File: src/rtl/core/cgst_pkg.sv
package cgst_pkg;

  localparam int unsigned COORD_BITS_DEF = 12;
  localparam int unsigned FRAC_BITS_DEF  = 16;

  localparam int unsigned FACE_W = 3;
  localparam int unsigned SIZE_W = 13;
  localparam int unsigned RGB_W  = 24;
  localparam int unsigned CHAN_W = 8;
  localparam int unsigned DATA_W = 32;
  localparam int unsigned ADDR_W = 4;

  localparam logic [SIZE_W-1:0] CUBE_SIZE_RST   = 13'd256;
  localparam logic [RGB_W-1:0]  HORIZON_RGB_RST = 24'hB2CCE5;
  localparam logic [RGB_W-1:0]  ZENITH_RGB_RST  = 24'h3366CC;
  localparam logic [RGB_W-1:0]  NADIR_RGB_RST   = 24'h4C3F33;

  localparam logic [CHAN_W-1:0] ALPHA_VALUE = 8'hFF;

  localparam logic [FACE_W-1:0] FACE_POS_Y = 3'd2;
  localparam logic [FACE_W-1:0] FACE_NEG_Y = 3'd3;

  typedef enum logic [1:0] {
    REG_CUBE_SIZE = 2'd0,
    REG_HORIZON   = 2'd1,
    REG_ZENITH    = 2'd2,
    REG_NADIR     = 2'd3
  } reg_idx_e;

  typedef struct packed {
    logic [SIZE_W-1:0] cube_size;
    logic [RGB_W-1:0]  horizon_rgb;
    logic [RGB_W-1:0]  zenith_rgb;
    logic [RGB_W-1:0]  nadir_rgb;
  } cfg_t;

endpackage

File: src/rtl/core/cgst_cfg_regs.sv
module cgst_cfg_regs (
  input  logic                          clk_i,
  input  logic                          rst_ni,
  input  logic                          psel,
  input  logic                          penable,
  input  logic                          pwrite,
  input  logic [cgst_pkg::ADDR_W-1:0]   paddr,
  input  logic [cgst_pkg::DATA_W-1:0]   pwdata,
  output logic [cgst_pkg::DATA_W-1:0]   prdata,
  output logic                          pready,
  output cgst_pkg::cfg_t                cfg_o
);

  cgst_pkg::cfg_t     cfg_q;
  cgst_pkg::reg_idx_e idx;

  assign idx    = cgst_pkg::reg_idx_e'(paddr[3:2]);
  assign pready = 1'b1;
  assign cfg_o  = cfg_q;

  always_ff @(posedge clk_i or negedge rst_ni) begin
    if (!rst_ni) begin
      cfg_q.cube_size   <= cgst_pkg::CUBE_SIZE_RST;
      cfg_q.horizon_rgb <= cgst_pkg::HORIZON_RGB_RST;
      cfg_q.zenith_rgb  <= cgst_pkg::ZENITH_RGB_RST;
      cfg_q.nadir_rgb   <= cgst_pkg::NADIR_RGB_RST;
    end else if (psel && penable && pwrite && pready) begin
      case (idx)
        cgst_pkg::REG_CUBE_SIZE: cfg_q.cube_size   <= pwdata[cgst_pkg::SIZE_W-1:0];
        cgst_pkg::REG_HORIZON:   cfg_q.horizon_rgb <= pwdata[cgst_pkg::RGB_W-1:0];
        cgst_pkg::REG_ZENITH:    cfg_q.zenith_rgb  <= pwdata[cgst_pkg::RGB_W-1:0];
        cgst_pkg::REG_NADIR:     cfg_q.nadir_rgb   <= pwdata[cgst_pkg::RGB_W-1:0];
        default: ;
      endcase
    end
  end

  always_comb begin
    prdata = '0;
    case (idx)
      cgst_pkg::REG_CUBE_SIZE: prdata = cgst_pkg::DATA_W'(cfg_q.cube_size);
      cgst_pkg::REG_HORIZON:   prdata = cgst_pkg::DATA_W'(cfg_q.horizon_rgb);
      cgst_pkg::REG_ZENITH:    prdata = cgst_pkg::DATA_W'(cfg_q.zenith_rgb);
      cgst_pkg::REG_NADIR:     prdata = cgst_pkg::DATA_W'(cfg_q.nadir_rgb);
      default:                 prdata = '0;
    endcase
  end

endmodule

File: config.mk
export PLATFORM = sky130hd
export DESIGN_NAME = cgst_cfg_regs
export DESIGN_NICKNAME = d
export VERILOG_FILES = /design/src/rtl/core/cgst_pkg.sv /design/src/rtl/core/cgst_cfg_regs.sv
export SDC_FILE = /design/constraint.sdc
export NUM_CORES = 1
export LEC_CHECK = 0
export CAP_MARGIN = 30
export CORE_MARGIN = 2
export CORE_UTILIZATION = 45
export CTS_CLUSTER_SIZE = 20
export DETAILED_ROUTE_END_ITERATION = 12
export DONT_BUFFER_PORTS = 1
export HOLD_SLACK_MARGIN = 0.15
export PLACE_DENSITY = 0.65
export SETUP_SLACK_MARGIN = 0.2
export SLEW_MARGIN = 20
export SYNTH_ARGS = -nofsm -noshare
export SYNTH_HDL_FRONTEND = slang
export SYNTH_SLANG_ARGS = --single-unit
File: constraint.sdc
create_clock -name clk_i -period 2.3 [get_ports clk_i]
set_input_delay 0.575 -clock clk_i [delete_from_list [all_inputs] [get_ports clk_i]]
set_output_delay 0.575 -clock clk_i [all_outputs]
set_load 0.02 [all_outputs]
# Word-level counts from Yosys, hierarchy flattened
# Cells that the tools add are included.
# totals
regBits	85
input_bits	41
out_inout_bits	118
word_cells	15
# op_classes
n_eq_ne	3
muxes	1
n_reduce_logical	7
# op_table
op	count
case mux 32 bit (4 select lines)	1
AND reduction 2 bit	4
equality test 2 bit, second input constant	2
equality test 2 x 1 -> 1 bit, second input constant	1
logical AND 1 bit	2
logical NOT 2 bit	1

# Logic depth before layout (Yosys ltp)
# Gate-level depths: netlist (run 1).
# depth
depth_word	3
ltp_mapped	6
ltp_nobuf	3

# Worst setup path after synthesis (run 1)
# OpenSTA, ideal clock, no wires.
# synth_timing
kind	input to output
startpoint	input port paddr[2] (netlist name)
endpoint	output port prdata[10] (netlist name)
t_arrival_ns	1.588
t_required_ns	1.725
setup_slack_ns	0.137
cell_stages	3
n_path_buf	2
cell_sequence	buf_6 > buf_2 > mux4_2
# synth_via
elab_chain_cells	2
elab_cells_between_ends	5
classes_between	eq/ne (3); mux (1); reduce/logical (1)
# synth_rtl
item	line_no	source
start, declared	cgst_cfg_regs.sv:7	input logic [cgst_pkg::ADDR_W-1:0] paddr,
equality test 2 bit (tied with other cells)	cgst_cfg_regs.sv:40	case (idx)
case mux 32 bit (4 select lines) *	cgst_cfg_regs.sv:40	
end, declared	cgst_cfg_regs.sv:9	output logic [cgst_pkg::DATA_W-1:0] prdata,
# Every way passes the cells marked *; elsewhere a longest branch is shown, timed or not. The select of a mux whose other input is x is not followed.

# Final worst setup path (run 1)
# layout_timing
startpoint	register cfg_q, in the netlist cfg_o[43]
endpoint	output port prdata[19] (netlist name)
# layout_via
elab_chain_cells	1
# layout_rtl
item	line_no	source
start, declared	cgst_cfg_regs.sv:14	cgst_pkg::cfg_t cfg_q;
case mux 32 bit (4 select lines)	cgst_cfg_regs.sv:40	
# No other way between the ends. The select of a mux whose other input is x is not followed.

==> impl_metrics.toml, run 1 <==
[layout]
largest_reg_flops = 85
most-common-layout-cells = "mux2_2, dfrtp_1, dfstp_2"
final_area_um2 = 4270
layout_commonest_cell = "mux2_2"
diodes = 0
fin_nets = 282
syn_to_final_growth_pct = 7.81
drive_above_1_share_pct = 70.7

[placed_design]
gp_congestion = 0.778
hpwlAfterDp_mm = 5.46
dpl_cell_area_um2 = 4020
io_buffers = 0

[power]
total_power_mw = 4.86
switchingPower_mw = 1.59
p_sw_share_pct = 32.6
clkPwrFrac_pct = 27.7
power.density_nw_per_um2 = 1140
peakVddDrop_v = 0.000421
p_leak_nw = 1.83
pwr-share-comb_pct = 15.9
intPower_mw = 3.28
seq_power_share_pct = 56.5

[floorplanning]
die_x_um = 97.8
ioPinCount = 159
num_rows = 34
design.core.area_um2 = 8640
chipHeight_um = 97.8
start_util_pct = 45.8
die_area_um2 = 9560

[synth]
ys_types = 20
synth_cells = 240
ys_seq_area_share_pct = 55.0
syn_area_per_cell_um2 = 16.5
ys_ff_latch = 85
yosys_warnings = 0
synth_area_um2 = 3960

[cts]
clk_pin_slew_worst_paths_ns = 0.09
cts_buffer_depth = 2
cts_root_buf = "clkbuf_8"
h-tree-depth = 3
clock-sinks = 85
insertion_delay_ns = 0.35
cts_buffers = 9
cts_setup_buffers = 0
cts_tree = "yes"

[critical_path]
cp_top_family = "flip-flops"
worst-path-buf-inv = 0
crit_fanout = 3
required_ns = 1.73
critPathArrivalTime_ns = 1.43
r2r_end = "cfg_o[61]$_DFFE_PN0P_"
r2r_setup_slack_ns = 1.41
cp-startpoint = "cfg_o[43]$_DFFE_PN0P_"
cp-end-kind = "output port"
path_class = "reg2out"
start_kind = "register"
timing.rr.start = "cfg_o[61]$_DFFE_PN0P_"
path_cells = "mux2_2 > a22o_1"
slowest_delay_ns = 0.48
reg2regPathDepth = 1
cp_slowest_cell = "dfrtp_2"

[drt]
final_antenna_net_count = 0
drt_iter0_drc = 30
drtPass1Iterations = 5
post_drt_wl_per_cell_um = 23.3
drc = 0
finalWirelength_mm = 8.24
routed_via_density = 5.83
via_count = 2063

[sta]
tns_ns = 0
rsz0062_at_grt = "no"
setup_violations = 0
whs_ns = -0.0881
fmaxAchievable_ghz = 0.499
drv_slew = 0
fin_skew_ns = 0
timing.final.crit_share_pct = 87.1
fin_crit_ns = 2.00
finalHoldViolations = 46

[global_routing]
grt_max_degree = 86
grt_pass1_vias = 2278
antenna_found_initial = 0
grt_pass1_wl_mm = 13.0
overflow = 0
track_usage_pct = 17.8

[hold_path]
hp-class = "in2async"

[outcome]
status = "complete, but fails checks"
violations = "hold timing"

[flow_run]
cap_violations = 0
==> layer usage <==
metal  GRT usage (%)  wire [um]  vias up  share of wire, %
met5               0          0        -                 0
met4            6.41        116        0               1.4
met3            6.80        721       11               8.7
met2            28.8       4070      103                49
met1            22.1       3330     1092                40
li1                -          -      857                 -
==> per-stage QoR <==
stage               instances  utilization, %  setup slack, ns  hold slack [ns]
finish                    354            49.4            0.297          -0.0881
floorplan                 247               -            0.235            0.279
global route              354            49.4            0.240           -0.127
CTS                       354            49.4            0.229           -0.110
detailed placement        338            46.5            0.427            0.282
global placement          338            46.5            0.434            0.282
==> what timing repair did <==
item	in CTS	in global routing
gates resized for setup	1	1
endpoints found under the setup margin	1	1
endpoints found under the hold margin	85	85
==> layout make-up <==
type | instances | area (um2)
fillers | 766 | 4370
flip-flops and latches | 85 | 2180
multi-input cells | 136 | 1620
clock buffers | 12 | 135
well taps | 108 | 135
clock inverters | 4 | 120
repair buffers | 8 | 72.6
inverters | 1 | 3.75
==> worst max-delay path by stage <==
| stage | to | depth (start not counted) |
|---|---|---|
| floorplan | prdata[13] | 4 |
| global placement | cfg_o[56]$_DFFE_PN0P_ | 4 |
| detailed placement | cfg_o[52]$_DFFE_PN0P_ | 4 |
| CTS | prdata[19] | 2 |
| global route | prdata[19] | 2 |
| finish | prdata[19] | 2 |
==> cell usage after synthesis <==
master | count | area [um2]
a22o_1 | 11 | 96.3
buf_2 | 5 | 25.0
buf_4 | 13 | 97.6
buf_6 | 2 | 22.5
buf_8 | 2 | 30.0
clkbuf_1 | 3 | 11.3
conb_1 | 2 | 7.51
dfrtp_1 | 46 | 1150
dfstp_2 | 39 | 1020
inv_2 | 1 | 3.75
mux2_2 | 76 | 856
mux2_4 | 20 | 300
mux4_1 | 1 | 26.3
mux4_2 | 12 | 270
nand3_1 | 1 | 5.00
nand4_1 | 1 | 6.26
nor2_1 | 2 | 7.51
nor3_1 | 1 | 5.00
or2_1 | 1 | 6.26
or3_1 | 1 | 6.26
==> cell families (layout without fill, tap and decap cells) <==
| group | count (synthesis) | after routing | synth area share, % |
|---|---|---|---|
| buffers and inverters | 26 | 25 | 4.80 |
| and+or+nand+nor | 7 | 7 | 0.917 |
| muxes | 109 | 109 | 36.7 |
| AOI/OAI and AO/OA | 11 | 11 | 2.43 |
| DFF | 85 | 85 | 55.0 |
| other | 2 | 9 | 0.190 |
==> power by group through the flow <==
stage / Sequential, mW / Clock (mW) / Combinational (mW)
2_1_floorplan: 2.66 / 0 / 0.750
3_3_place_gp: 2.77 / 0 / 0.756
3_5_place_dp: 2.78 / 0 / 0.779
4_1_cts: 2.75 / 1.39 / 0.780
5_1_grt: 2.80 / 1.45 / 0.821
6_report: 2.75 / 1.35 / 0.771
Note: power is estimated with default switching activity, not from simulation.
==> inputs of run 2 (changes only) <==
Settings changed: RECOVER_POWER set to 50.
==> impl_metrics.toml, run 2 (synthesized netlist as in run 1, its figures left out) <==
[outcome]
status = "complete, but fails checks"
violations = "hold timing"

[layout]
fin_util_pct = 49.0
drive_above_1_share_pct = 67.9
stdcell_count = 354
syn_to_final_growth_pct = 6.83
most-common-layout-cells = "mux2_2, dfrtp_1, dfstp_2"
largest_reg_flops = 85
diodes = 0
seqCellArea_um2 = 2180
fin_nets = 282
layout_commonest_cell = "mux2_2"
fillers = 775
multi_input_area_um2 = 1620

[floorplanning]
num_rows = 34
design.core.area_um2 = 8640
chipHeight_um = 97.8
start_util_pct = 45.8
ioPinCount = 159
die_area_um2 = 9560
die_x_um = 97.8

[placed_design]
gp_congestion = 0.778
place_ws_ns = 0.427
hpwlAfterDp_mm = 5.46
io_buffers = 0
dp.cells = 338

[critical_path]
cp-end-kind = "output port"
path_cells = "mux2_2 > a22o_1"
crit_fanout = 3
slowest_delay_ns = 0.48
critPathArrivalTime_ns = 1.43
required_ns = 1.73
cp_slowest_cell = "dfrtp_2"
path_class = "reg2out"
start_kind = "register"

[power]
power.density_nw_per_um2 = 1150
switchingPower_mw = 1.59
pwr-share-comb_pct = 15.8
p_leak_nw = 1.81
seq_power_share_pct = 56.5
total_power_mw = 4.86
intPower_mw = 3.27
clkPwrFrac_pct = 27.7
p_sw_share_pct = 32.7
peakVddDrop_v = 0.000421

[global_routing]
track_usage_pct = 17.8
overflow = 0
grt_max_degree = 86
grt_pass1_wl_mm = 13.0
top_usage_layer = "met2"
met3_usage_pct = 6.80
antenna_found_initial = 0
grt_pass1_vias = 2278
use_met2_pct = 28.8
use_met1_pct = 22.1

[cts]
cts_tree = "yes"
clk_pin_slew_worst_paths_ns = 0.09
h-tree-depth = 3
clock-sinks = 85
insertion_delay_ns = 0.35
cts_buffer_depth = 2
cts_root_buf = "clkbuf_8"
cts_buffers = 9

[sta]
slew_headroom_pct = 34.8
tns_ns = 0
fin_crit_ns = 2.00
timing.final.crit_share_pct = 87.1
fmaxAchievable_ghz = 0.499
setup_violations = 0
drv_slew = 0
rsz0062_at_grt = "no"
fin_skew_ns = 0
finalHoldViolations = 46
worst_slack_ns = 0.296
worstMarginPinSlew_ns = 0.978
whs_ns = -0.0874

[drt]
drc = 0
final_antenna_net_count = 0
finalWirelength_mm = 8.23
drt_iter0_drc = 44
routed_via_density = 5.83
drtPass1Iterations = 5
post_drt_wl_per_cell_um = 23.3
via_count = 2064

[hold_path]
hp-class = "in2async"

[flow_run]
cap_violations = 0
[run 2: routing by layer]
| metal | vias to the layer above | wire length [um] |
|---|---|---|
| met2 | 105 | 4070 |
| li1 | 855 | - |
| met3 | 11 | 726 |
| met5 | - | 0 |
| met4 | 0 | 116 |
| met1 | 1093 | 3320 |
[run 2: cell type report]
type | instances | share of cell area [%]
well taps | 108 | 3.20
multi-input cells | 136 | 38.2
inverters | 1 | 0.0888
flip-flops and latches | 85 | 51.5
clock inverters | 4 | 2.84
clock buffers | 12 | 3.20
repair buffers | 8 | 0.976
[run 2: worst paths after layout]
check,startpoint,endpoint,slack (ns),cells after the start
max in group asynchronous,rst_ni,cfg_o[68]$_DFFE_PN1P_,2.16,0
setup / recovery,cfg_o[43]$_DFFE_PN0P_,prdata[19],0.30,2
hold / removal,rst_ni,cfg_o[51]$_DFFE_PN0P_,-0.09,0
hold reg to reg,cfg_o[43]$_DFFE_PN0P_,cfg_o[43]$_DFFE_PN0P_,0.66,1
min in group clk_i,pwdata[18],cfg_o[66]$_DFFE_PN0P_,0.37,1
setup reg to reg,cfg_o[7]$_DFFE_PN0P_,cfg_o[7]$_DFFE_PN0P_,1.41,1
[run 2: power groups by stage]
| stage | sequential (mW) | clock, mW | combinational (mW) |
|---|---|---|---|
| 2_1_floorplan | 2.66 | 0 | 0.750 |
| 3_3_place_gp | 2.77 | 0 | 0.756 |
| 3_5_place_dp | 2.78 | 0 | 0.779 |
| 4_1_cts | 2.75 | 1.39 | 0.780 |
| 5_1_grt | 2.80 | 1.45 | 0.819 |
| 6_report | 2.75 | 1.35 | 0.768 |
[run 2: what timing repair did]
action / in CTS / in global routing
resized for setup: 1 / 1
hold endpoints to repair: 85 / 85
cloned: 0 / 0
buffers inserted: 0 / 0
setup endpoints to repair: 1 / 1
[run 2: worst max-delay path: cells and delay by family (launching register included)]
family	cells	cell delay (ns)
AO/OA/AOI/OAI	1	0.32
multiplexers	1	0.28
flip-flops	1	0.48
[run 2: metrics by stage]
stage               hold WS (ns)  area (um2)
finish                   -0.0874        4230
global route              -0.127        4230
CTS                       -0.110        4270
detailed placement         0.282        4020
global placement           0.282        4020
floorplan                  0.279        3990
==> inputs of run 3 (changes only) <==
Settings changed: CTS_BUF_LIST set to sky130_fd_sc_hd__clkbuf_16, GPL_TIMING_DRIVEN set to 1.
==> impl_metrics.toml, run 3 (synthesized netlist as in run 1, its figures left out) <==
[sta]
worst_slack_ns = 0.261
fmaxAchievable_ghz = 0.490
worstMarginPinSlew_ns = 0.967
fin_skew_ns = 0
rsz0062_at_grt = "no"
timing.final.crit_share_pct = 88.6
drv_slew = 0
whs_ns = -0.0573
fin_crit_ns = 2.04
finalHoldViolations = 46
slew_headroom_pct = 35.5
tns_ns = 0
setup_violations = 0

[layout]
fin_util_pct = 50.2
stdcell_count = 354
drive_above_1_share_pct = 67.1
fin_nets = 282
diodes = 0
syn_to_final_growth_pct = 9.45
most-common-layout-cells = "mux2_2, dfrtp_1, dfstp_2"
layout_commonest_cell = "mux2_2"
largest_reg_flops = 85
fillers = 762
final_area_um2 = 4330

[power]
total_power_mw = 5.23
p_leak_nw = 1.87
power.density_nw_per_um2 = 1210
peakVddDrop_v = 0.000416

[global_routing]
overflow = 0
grt_max_degree = 86
use_met1_pct = 22.1
antenna_found_initial = 0
met3_usage_pct = 6.16
track_usage_pct = 17.6
top_usage_layer = "met2"
use_met2_pct = 28.9
grt_pass1_vias = 2269
grt_pass1_wl_mm = 13.0

[hold_path]
hp-class = "in2async"

[critical_path]
required_ns = 1.73
path_cells = "mux4_1"
cp_top_family = "multiplexers"
worst-path-buf-inv = 0
cp.depth = 1
critPathArrivalTime_ns = 1.46
path_class = "reg2out"
crit_fanout = 3
slowest_delay_ns = 0.67
reg2regPathDepth = 1
cp_slowest_cell = "mux4_1"
start_kind = "register"
cp-end-kind = "output port"

[placed_design]
dp.cells = 338
gp_congestion = 0.778
place_ws_ns = 0.427
io_buffers = 0
hpwlAfterDp_mm = 5.46
dpl_cell_area_um2 = 4020

[floorplanning]
num_rows = 34
chipHeight_um = 97.8
die_area_um2 = 9560
design.core.area_um2 = 8640
start_util_pct = 45.8
ioPinCount = 159
die_x_um = 97.8

[cts]
cts_buffers = 9
insertion_delay_ns = 0.32
cts_resized = 0
clock-sinks = 85
cts_tree = "yes"
cts_buffer_depth = 2
clk_pin_slew_worst_paths_ns = 0.06
cts_setup_buffers = 0
cts_root_buf = "clkbuf_16"
h-tree-depth = 3

[drt]
finalWirelength_mm = 8.26
drtPass1Iterations = 4
post_drt_wl_per_cell_um = 23.3
drc = 0
drt_iter0_drc = 38
final_antenna_net_count = 0
routed_via_density = 5.82
via_count = 2060

[outcome]
violations = "hold timing"
status = "complete, but fails checks"

[flow_run]
cap_violations = 0
run 3: cell count changes in the layout (fill, tap and decap cells not counted):
| cell | before | now |
|---|---|---|
| inv_1 | 0 | 3 |
| mux4_2 | 13 | 12 |
| clkbuf_8 | 9 | 0 |
| dfrtp_1 | 45 | 46 |
| clkbuf_16 | 0 | 9 |
| dfrtp_2 | 1 | 0 |
| mux4_1 | 0 | 1 |
| clkbuf_1 | 8 | 5 |
run 3: final cells by class:
type                       instances  area, um2  share of cell area (%)
tap                              108        135                    3.12
sequential                        85       2180                    50.2
multi-input combinational        136       1620                    37.4
timing repair buffer               8       41.3                   0.953
clock inverter                     7        131                    3.03
clock buffer                       9        225                    5.20
inverter                           1       3.75                  0.0866
run 3: layer usage:
metal  wire (um)  share of wire, %
met5           0                 0
met4          84               1.0
met3         687               8.3
met2        4120                50
met1        3360                41
run 3: worst paths after layout:
| path | startpoint | slack [ns] | endpoint |
|---|---|---|---|
| max in group asynchronous | rst_ni | 2.11 | cfg_o[8]$_DFFE_PN1P_ |
| max | cfg_o[24]$_DFFE_PN0P_ | 0.26 | prdata[0] |
| max reg2reg | cfg_o[43]$_DFFE_PN0P_ | 1.40 | cfg_o[43]$_DFFE_PN0P_ |
| min reg2reg | cfg_o[59]$_DFFE_PN1P_ | 0.67 | cfg_o[59]$_DFFE_PN1P_ |
| min | rst_ni | -0.06 | cfg_o[51]$_DFFE_PN0P_ |
| min in group clk_i | pwdata[18] | 0.39 | cfg_o[66]$_DFFE_PN0P_ |
run 3: power by group:
part           switching, mW  internal (mW)  leakage (nW)
sequential             0.772           1.98         0.973
combinational          0.302          0.465         0.715
clock                  0.554           1.16         0.183
